==> config.mk <==
export PLATFORM = sky130hd
export DESIGN_NAME = radix_digit_converter_top
export DESIGN_NICKNAME = d
export VERILOG_FILES = /design/src/design/rdc_pkg.sv /design/src/design/rdc_div_unit.sv /design/src/design/radix_digit_converter_top.sv
export SDC_FILE = /design/constraint.sdc
export NUM_CORES = 1
export LEC_CHECK = 0
export BUFFER_PORTS_ARGS = -buffer_cell sky130_fd_sc_hd__buf_2
export CAP_MARGIN = 20
export CORE_UTILIZATION = 47
export DETAILED_ROUTE_END_ITERATION = 6
export SYNTH_ARGS = -nofsm -noshare
export SYNTH_HDL_FRONTEND = slang
export SYNTH_HIERARCHICAL = 1
export SYNTH_SLANG_ARGS = --single-unit
==> constraint.sdc <==
create_clock -name clk_i -period 25.8 [get_ports clk_i]
set_clock_uncertainty 0.15 [all_clocks]
set_input_delay 2.58 -clock clk_i [delete_from_list [all_inputs] [get_ports clk_i]]
set_output_delay 2.58 -clock clk_i [all_outputs]
set_load 0.005 [all_outputs]
==> src/design/rdc_pkg.sv <==
`timescale 1ns / 1ps
`default_nettype none

package rdc_pkg;

  localparam int unsigned MAG_W      = 64;  // magnitude width
  localparam int unsigned DIG_W      = 8;   // digit / radix width
  localparam int unsigned MAX_DIGITS = 64;
  localparam int unsigned IDX_W      = $clog2(MAX_DIGITS);
  localparam int unsigned CNT_W      = IDX_W + 1;
  localparam int unsigned STEP_BITS  = 8;   // dividend bits retired per cycle
  localparam int unsigned STEPS      = MAG_W / STEP_BITS;
  localparam int unsigned STEP_CNT_W = $clog2(STEPS);

  // handshake between sequencer and divide unit
  typedef struct packed {
    logic start;
  } rdc_div_req_t;

  typedef struct packed {
    logic done;
  } rdc_div_rsp_t;

endpackage

`default_nettype wire

==> src/design/rdc_div_unit.sv <==
`timescale 1ns / 1ps
`default_nettype none

module rdc_div_unit (
  input  wire logic                       clk_i,
  input  wire logic                       rst_ni,
  input  wire rdc_pkg::rdc_div_req_t      req_i,
  input  wire logic [rdc_pkg::MAG_W-1:0]  dividend_i,
  input  wire logic [rdc_pkg::DIG_W-1:0]  divisor_i,
  output rdc_pkg::rdc_div_rsp_t           rsp_o,
  output logic      [rdc_pkg::MAG_W-1:0]  quotient_o,
  output logic      [rdc_pkg::DIG_W-1:0]  remainder_o
);

  import rdc_pkg::*;

  logic [MAG_W-1:0]      quo_q, quo_d;
  logic [DIG_W-1:0]      rem_q, rem_d;
  logic [STEP_CNT_W-1:0] cnt_q, cnt_d;
  logic                  busy_q, busy_d;
  logic                  done_q, done_d;

  // restoring division, STEP_BITS bits of the dividend per cycle
  always_comb begin
    logic [DIG_W:0]     r;
    logic [STEP_BITS-1:0] qb;
    r  = {1'b0, rem_q};
    qb = '0;
    for (int i = 0; i < STEP_BITS; i++) begin
      r = {r[DIG_W-1:0], quo_q[MAG_W-1-i]};
      if (r >= {1'b0, divisor_i}) begin
        r = r - {1'b0, divisor_i};
        qb[STEP_BITS-1-i] = 1'b1;
      end
    end
    quo_d  = quo_q;
    rem_d  = rem_q;
    cnt_d  = cnt_q;
    busy_d = busy_q;
    done_d = 1'b0;
    if (req_i.start) begin
      quo_d  = dividend_i;
      rem_d  = '0;
      cnt_d  = '0;
      busy_d = 1'b1;
    end else if (busy_q) begin
      quo_d = {quo_q[MAG_W-STEP_BITS-1:0], qb};
      rem_d = r[DIG_W-1:0];
      cnt_d = cnt_q + 1'b1;
      if (cnt_q == STEP_CNT_W'(STEPS - 1)) begin
        busy_d = 1'b0;
        done_d = 1'b1;
      end
    end
  end

  always_ff @(posedge clk_i or negedge rst_ni) begin
    if (!rst_ni) begin
      busy_q <= 1'b0;
      done_q <= 1'b0;
      cnt_q  <= '0;
    end else begin
      busy_q <= busy_d;
      done_q <= done_d;
      cnt_q  <= cnt_d;
    end
  end

  always_ff @(posedge clk_i) begin
    quo_q <= quo_d;
    rem_q <= rem_d;
  end

  assign rsp_o.done  = done_q;
  assign quotient_o  = quo_q;
  assign remainder_o = rem_q;

endmodule

`default_nettype wire

==> src/design/radix_digit_converter_top.sv <==
`timescale 1ns / 1ps
`default_nettype none

// Channel   Dir  Beat content
// s_axis    in   tdata[63:0] value (signed), tdata[71:64] radix
// m_axis    out  tdata[7:0] digit, tlast on the least significant digit
//
// One item of D digits is computed digit by digit in the shared divide unit (8
// dividend bits per cycle); then, per digit, the digit buffer is read and the
// beat is handed out. D is 1..64.
// s_axis_tready_o is high only while idle. A stalled output holds its beat.
// Reset clears the sequencer; the digit buffer needs no clearing.

module radix_digit_converter_top (
  input  wire logic        clk_i,
  input  wire logic        rst_ni,
  input  wire logic        s_axis_tvalid_i,
  output logic             s_axis_tready_o,
  input  wire logic [71:0] s_axis_tdata_i,   // [63:0] value, [71:64] radix
  output logic             m_axis_tvalid_o,
  input  wire logic        m_axis_tready_i,
  output logic [7:0]       m_axis_tdata_o,   // [7:0] digit
  output logic             m_axis_tlast_o
);

  import rdc_pkg::*;

  localparam logic [1:0] S_IDLE = 2'd0;
  localparam logic [1:0] S_DIV  = 2'd1;
  localparam logic [1:0] S_RD   = 2'd2;
  localparam logic [1:0] S_OUT  = 2'd3;

  logic [1:0]       state_q, state_d;
  logic [CNT_W-1:0] n_q, n_d;
  logic [IDX_W-1:0] rd_idx_q, rd_idx_d;
  logic [DIG_W-1:0] base_q, base_d;
  logic [DIG_W-1:0] rd_data_q;
  logic [DIG_W-1:0] digit_mem [MAX_DIGITS];

  logic             in_acc;
  logic [MAG_W-1:0] in_val;
  logic [DIG_W-1:0] in_radix;
  logic [MAG_W-1:0] mag;
  logic [MAG_W-1:0] div_dividend;
  logic [DIG_W-1:0] div_divisor;
  logic [MAG_W-1:0] div_quo;
  logic [DIG_W-1:0] div_rem;
  logic             more;
  rdc_div_req_t     div_req;
  rdc_div_rsp_t     div_rsp;

  assign in_val   = s_axis_tdata_i[MAG_W-1:0];
  assign in_radix = s_axis_tdata_i[MAG_W+DIG_W-1:MAG_W];
  assign in_acc   = s_axis_tvalid_i && s_axis_tready_o;
  // two's complement magnitude, taken unsigned so the most negative value works
  assign mag      = in_val[MAG_W-1] ? (~in_val + 1'b1) : in_val;

  // another digit follows while the quotient is nonzero and the buffer has room
  assign more = (div_quo != '0) && (n_q != CNT_W'(MAX_DIGITS - 1));

  assign div_req.start = in_acc || (state_q == S_DIV && div_rsp.done && more);
  assign div_dividend  = in_acc ? mag : div_quo;
  assign div_divisor   = in_acc ? base_d : base_q;

  rdc_div_unit u_div (
    .clk_i       (clk_i),
    .rst_ni      (rst_ni),
    .req_i       (div_req),
    .dividend_i  (div_dividend),
    .divisor_i   (div_divisor),
    .rsp_o       (div_rsp),
    .quotient_o  (div_quo),
    .remainder_o (div_rem)
  );

  always_comb begin
    state_d  = state_q;
    n_d      = n_q;
    rd_idx_d = rd_idx_q;
    base_d   = base_q;
    case (state_q)
      S_IDLE: begin
        if (s_axis_tvalid_i) begin
          base_d  = (in_radix < DIG_W'(2)) ? DIG_W'(2) : in_radix;
          n_d     = '0;
          state_d = S_DIV;
        end
      end
      S_DIV: begin
        if (div_rsp.done) begin
          n_d = n_q + 1'b1;
          if (!more) begin
            rd_idx_d = n_q[IDX_W-1:0];
            state_d  = S_RD;
          end
        end
      end
      S_RD: begin
        state_d = S_OUT;
      end
      S_OUT: begin
        if (m_axis_tready_i) begin
          if (rd_idx_q == '0) begin
            state_d = S_IDLE;
          end else begin
            rd_idx_d = rd_idx_q - 1'b1;
            state_d  = S_RD;
          end
        end
      end
      default: begin
        state_d = S_IDLE;
      end
    endcase
  end

  always_ff @(posedge clk_i or negedge rst_ni) begin
    if (!rst_ni) begin
      state_q  <= S_IDLE;
      n_q      <= '0;
      rd_idx_q <= '0;
    end else begin
      state_q  <= state_d;
      n_q      <= n_d;
      rd_idx_q <= rd_idx_d;
    end
  end

  always_ff @(posedge clk_i) begin
    base_q <= base_d;
  end

  // digit buffer, least significant digit at entry 0
  always_ff @(posedge clk_i) begin
    if (state_q == S_DIV && div_rsp.done) begin
      digit_mem[n_q[IDX_W-1:0]] <= div_rem;
    end
  end

  always_ff @(posedge clk_i) begin
    if (state_q == S_RD) begin
      rd_data_q <= digit_mem[rd_idx_q];
    end
  end

  assign s_axis_tready_o = (state_q == S_IDLE);
  assign m_axis_tvalid_o = (state_q == S_OUT);
  assign m_axis_tdata_o  = rd_data_q;
  assign m_axis_tlast_o  = (rd_idx_q == '0);

endmodule

`default_nettype wire

### After elaboration in Yosys (flattened, before gate mapping)

Memories as Yosys holds them, arrays and structs flattened. A register that Yosys moved wholly into a read port is not among the register bits.
Index checks and enable logic that the tools add are counted.

* eq/ne operators: 11
* mux-type cells: 48
* shift-type cells: 0
* magnitude comparators: 9
* div/mod/pow operators: 0
* reduce and logical (&&, ||, !) cells: 15
* bitwise operators: 1
* $mul: 0
* add/subtract/negate cells: 12

Operators by type and width (number)
* two-way mux 64 bit: 4
* two-way mux 8 bit: 12
* greater-or-equal comparator 9 x 8 -> 1 bit: 8
* adder 64 x 1 -> 64 bit (second input constant): 1
* NOT 64 bit: 1
* nonzero test 64 bit: 1
* subtractor 8 bit: 8
* two-way mux 6 bit: 4
* two-way mux 1 bit: 16
* two-way mux 7 bit: 2
* one-hot mux 7 bit (2 select lines): 1
* one-hot mux 6 bit (2 select lines): 1
* two-way mux 2 bit: 5
* < comparator 8 x 2 -> 1 bit (second input constant): 1
* inequality test 2 bit (second input constant): 4
* one-hot mux 2 bit (4 select lines): 1
* adder 7 x 1 -> 7 bit (second input constant): 1
* inequality test 7 x 6 -> 1 bit (second input constant): 1
* logical NOT 6 bit: 1
* two-way mux 3 bit: 2
* nonzero test 2 bit: 3
* subtractor 6 x 1 -> 6 bit (second input constant): 1
* AND reduction 5 bit: 1
* equality test 2 bit (second input constant): 2
* 10 further kinds: 14

* input port bits: 76
* memories kept: 1
* bits in registers: 100
* bits in latches: 0
* output and inout bits: 11
* memory bits (read-only): 0
* bits in writable memories: 512

Memories
* digit_mem: words 64, width 8, rd ports 1, clocked after memory_dff 1, write ports 1, RTL line radix_digit_converter_top.sv:38 `logic [DIG_W-1:0] digit_mem [MAX_DIGITS];`

### Logic depth before layout (Yosys ltp)

* depth after elaboration: 23
* gate-level depth with buffers: 97
* mapped depth without buffers: 88

### Hierarchy

Netlist, hierarchy kept.

By module, submodules not included
* radix_digit_converter_top: times used 1, area each 23417.5 um^2, cells an instance 1445, seq. area each 16150.5 um^2
* rdc_div_unit: times used 1, area each 7018.0 um^2, cells an instance 702, seq. area each 2207.1 um^2

### Worst setup path before layout

Ideal clock, no wire load.

* path type: input -> register
* start point: in s_axis_tdata_i[68]
* end point: reg u_div.rem_q[7], in the netlist u_div/remainder_o[7]
* stages: 87
* path slack: 4.447 ns
* arrival time: 21.087 ns
* path buffers: 7
* setup time: 0.116 ns
* cell sequence: or4_1 o41ai_1 o22a_1 inv_1 ha_1 a21o_1 a21oi_1 nand2_1 o21ai_0 inv_1 ha_1 nor2b_1 o31a_1 o211a_1 nor4b_2 a21o_1 clkbuf_1 mux2_2 (+51 left out) a31oi_1 nor2_1 o311ai_1 a211oi_4 o21ai_0 ha_1 a21oi_1 o21ai_0 a21o_1 a21o_1 a21o_1 a21oi_1 o21ai_0 a21oi_1 o211ai_1 buf_2 a32o_1 a31o_2

* cells in the longest elaborated chain, start to end: 21
* elaborated cells between the ends (all ways): 29

Ends and longest elaborated chain
* from (decl): RTL line radix_digit_converter_top.sv:19 `input wire logic [71:0] s_axis_tdata_i,`
* < comparator 8 x 2 -> 1 bit *: RTL line radix_digit_converter_top.sv:84 `base_d = (in_radix < DIG_W'(2)) ? DIG_W'(2) : in_radix;`
* two-way mux 8 bit *: RTL line radix_digit_converter_top.sv:84
* two-way mux 8 bit *: RTL line radix_digit_converter_top.sv:83 `if (s_axis_tvalid_i) begin`
* two-way mux 8 bit *: RTL line radix_digit_converter_top.sv:81 `case (state_q)`
* two-way mux 8 bit *: RTL line radix_digit_converter_top.sv:63 `assign div_divisor = in_acc ? base_d : base_q;`
* net div_divisor[1]: RTL line radix_digit_converter_top.sv:45 `logic [DIG_W-1:0] div_divisor;`
* subtractor 8 bit or greater-or-equal comparator 9 x 8 -> 1 bit (tied branches): RTL line rdc_div_unit.sv:32, rdc_div_unit.sv:31
* two-way mux 8 bit: RTL line rdc_div_unit.sv:31 `if (r >= {1'b0, divisor_i}) begin`
* (+6 left out)
* subtractor 8 bit or greater-or-equal comparator 9 x 8 -> 1 bit (tied branches): RTL line rdc_div_unit.sv:32, rdc_div_unit.sv:31
* two-way mux 8 bit: RTL line rdc_div_unit.sv:31
* subtractor 8 bit or greater-or-equal comparator 9 x 8 -> 1 bit (tied branches): RTL line rdc_div_unit.sv:32, rdc_div_unit.sv:31
* two-way mux 8 bit: RTL line rdc_div_unit.sv:31
* subtractor 8 bit or greater-or-equal comparator 9 x 8 -> 1 bit (tied branches): RTL line rdc_div_unit.sv:32, rdc_div_unit.sv:31
* two-way mux 8 bit: RTL line rdc_div_unit.sv:31
* greater-or-equal comparator 9 x 8 -> 1 bit or subtractor 8 bit (tied branches): RTL line rdc_div_unit.sv:31, rdc_div_unit.sv:32
* two-way mux 8 bit *: RTL line rdc_div_unit.sv:31
* to (signal assigned): RTL line rdc_div_unit.sv:71 `rem_q <= rem_d;`
* to (decl): RTL line rdc_div_unit.sv:18 `logic [DIG_W-1:0] rem_q, rem_d;`

The timed path passes the listed nets; every way through them passes the cells marked *.
A chain may end at the register's enable or synchronous reset.

### Worst setup path after layout

* start point: in s_axis_tdata_i[68]
* end point: reg u_div.rem_q[5], in the netlist u_div/remainder_o[5]

The elaborated chain is that of the path after synthesis.

==> flow_metrics.tcl <==
set metrics [dict create \
    clock_sinks 620 \
    avgSynthCellArea_um2 14.2 \
    vias 18900 \
    grt_pass1_vias 18900 \
    path_max_fanout 29 \
    final-instance-count-excl-fill 3116 \
    worst-setup-path-type "input pin to register" \
    relSlewSlack_pct 30.3 \
    yosys.area_share.simple_pct 8.79 \
    cp-start-kind "input pin" \
    hold_viol_final 0 \
    routabilityCongestion 0.898 \
    ys.flop_type "edfxtp_1" \
    diodes 0 \
    drc 0 \
    hpwl_um 49700 \
    synthMuxAreaShare_pct 13.3 \
    drive_above_1_share_pct 20.7 \
    cts_hold_buf 0 \
    grt-ovfl-total 0 \
    max_freq_mhz 42.0 \
    synth_edf_count 584 \
    rsz0062_at_grt "false" \
    synth_warnings 6 \
    ys_types 88 \
    wl_um 76200 \
    cts_buffers 67 \
    grt_max_degree 77 \
    final_antenna_net_count 0 \
    initial_core_util_pct 47.9 \
    status "finished, final reports clean" \
    crit_top_cell "o21ai_0" \
    cts_resized 0 \
    syn-cell-area_um2 30400 \
    syn_to_final_growth_pct 11.1 \
    pre_cts_slack_ns 1.75 \
    final.min_clock_period_ns 23.78 \
    worst_ep_required_time_ns 26.12 \
    crit_path_start "s_axis_tdata_i[68]" \
    grt_pass1_wl_um 115000 \
    insertion_delay_ns 0.59 \
    io_pins 87 \
    place_inst 3001 \
    cts.htree.levels 3 \
    avgViaCountPerCell 6.06 \
    maxCapViolations 0 \
    drv_slew 0 \
    rows 92 \
    dr.pass1.iters 7 \
    io_buffer_count 86 \
    cts-root-buf "clkbuf_16" \
    cp_slowest_stage_delay_ns 0.66 \
    synthCells 2147 \
    clk_pin_slew_ns 0.06 \
    cts_setup_buffers 0 \
    synth-seq-area-share_pct 60.3 \
    first_iter_violations 1567 \
    die_area_um2 65800 \
    synth-compound-area-share_pct 9.31 \
    wire_per_inst_um 24.5 \
    synth_xor_area_share_pct 2.94 \
    fin_nets 2379 \
    core_um2 63500 \
    fillers 5326 \
    setup_viol 0 \
    min_path_type "register to register" \
    min_from "base_q[2]" \
    slowest_stage "o22a_1" \
    cp-end-kind "register" \
    track_usage_pct 23.2 \
    ys_seq_elements 620 \
    tns_ns 0 \
    tightest_slew_ns 1.04 \
    die_y_um 256 \
    cts_buffer_depth 3 \
    syn_nets 2301 \
    synth_top_family_by_area "multiplexers" \
    reg2reg_from "state_q[0]" \
    fp.dieW_um 256 \
    setup_ws_ns 2.02 \
    synth_adder_area_share_pct 3.40 \
    tritoncts "built" \
    crit_arrival_ns 24.11 \
    async_flop_share_pct 3.23 \
    finalCritPeriodShare_pct 92.2 \
    antenna_found_initial 3 \
]
==> registers in the layout, indices dropped and copies added (netlist names) <==
name               flops
u_div/remainder_o      8
n_q                    7
u_div/busy_q           1
u_div/cnt_q            3
u_div/rsp_o            1
rd_idx_q               6
state_q                2
m_axis_tdata_o         8
base_q                 8
digit_mem            512
u_div/quotient_o      64
==> cells by family (layout without fill, tap and decap cells) <==
group | after synthesis | after routing
adder cells (fa/ha/maj) | 78 | 78
flip-flops | 620 | 620
buffers and inverters | 150 | 273
XOR/XNOR | 102 | 102
AND/OR/NAND/NOR | 539 | 539
multiplexers | 243 | 243
AO/OA/AOI/OAI | 415 | 415
==> per-layer routing <==
| metal | GRT usage, % | share of wire, % | up-vias |
|---|---|---|---|
| li1 | - | - | 8595 |
| met3 | 3.99 | 5.3 | 140 |
| met4 | 8.28 | 3.4 | 6 |
| met2 | 38.1 | 49 | 534 |
| met5 | 0 | 0.043 | - |
| met1 | 31.1 | 43 | 9606 |
==> worst max-delay path, delay by kind of cell <==
| family | cells | cell delay (ns) |
|---|---|---|
| buffers and inverters | 8 | 1.27 |
| adder cells (fa/ha/maj) | 8 | 2.40 |
| AO/OA/AOI/OAI | 44 | 11.53 |
| AND/OR/NAND/NOR | 17 | 4.17 |
| multiplexers | 6 | 2.10 |
==> metrics by stage <==
stage,instance area (um^2),util (%),hold WS [ns]
6_report,33800,53.2,0.291
5_1_grt,33800,53.2,0.320
4_1_cts,33800,53.2,0.295
3_5_place_dp,31700,49.9,0.280
3_3_place_gp,31700,49.9,0.280
2_1_floorplan,30400,-,0.265
==> cell usage after synthesis, types with 20 or more instances <==
library cell | number | area share [%]
nor4_1 | 25 | 0.51
a21oi_1 | 61 | 1.0
a21o_1 | 23 | 0.57
dfrtp_1 | 20 | 1.6
nor2_1 | 130 | 1.6
nand3_1 | 37 | 0.61
nand2_1 | 181 | 2.2
clkbuf_1 | 78 | 0.96
mux2i_1 | 37 | 1.2
o21a_1 | 23 | 0.57
a22oi_1 | 30 | 0.74
o31ai_1 | 23 | 0.57
ha_1 | 70 | 2.9
xnor2_1 | 29 | 0.83
mux4_2 | 119 | 8.8
edfxtp_1 | 584 | 58
nor2b_1 | 25 | 0.51
xor2_1 | 73 | 2.1
mux2_2 | 86 | 3.2
inv_1 | 44 | 0.54
o21ai_0 | 114 | 1.9
==> final timing paths <==
kind                                        end  slack, ns  cells after the start
max                        u_div/remainder_o[5]       2.02                     83
min                                   base_q[2]       0.29                      2
max reg2reg                u_div/remainder_o[5]       3.47                     83
min reg2reg                           base_q[2]       0.29                      2
max in group asynchronous           rd_idx_q[0]      23.31                      1
min in group asynchronous           u_div/rsp_o       1.81                      1
==> cells in the final DEF (no fill, tap or decap), types with 23 or more instances in the layout <==
| cell | n |
|---|---|
| a21o_1 | 23 |
| a21oi_1 | 61 |
| a22oi_1 | 30 |
| buf_2 | 86 |
| buf_4 | 26 |
| clkbuf_16 | 67 |
| edfxtp_1 | 584 |
| ha_1 | 70 |
| inv_1 | 43 |
| mux2_2 | 86 |
| mux2i_1 | 37 |
| mux4_2 | 119 |
| nand2_1 | 179 |
| nand3_1 | 37 |
| nor2_1 | 130 |
| nor2b_1 | 25 |
| nor4_1 | 25 |
| o21a_1 | 23 |
| o21ai_0 | 114 |
| o31ai_1 | 23 |
| xnor2_1 | 29 |
| xor2_1 | 73 |
==> area by class of cell <==
class | instances | area [um^2] | share of cell area (%)
Sequential cell | 620 | 18400 | 54.4
Multi-Input combinational cell | 1377 | 11500 | 34.0
Clock buffer | 81 | 1740 | 5.14
Tap cell | 846 | 1060 | 3.13
Timing Repair Buffer | 113 | 637 | 1.88
Clock inverter | 33 | 328 | 0.970
Inverter | 46 | 175 | 0.518
Power is left out: the tool's default activity adds up to more than one toggle a clock period on the data nets, which glitch-free logic cannot reach.
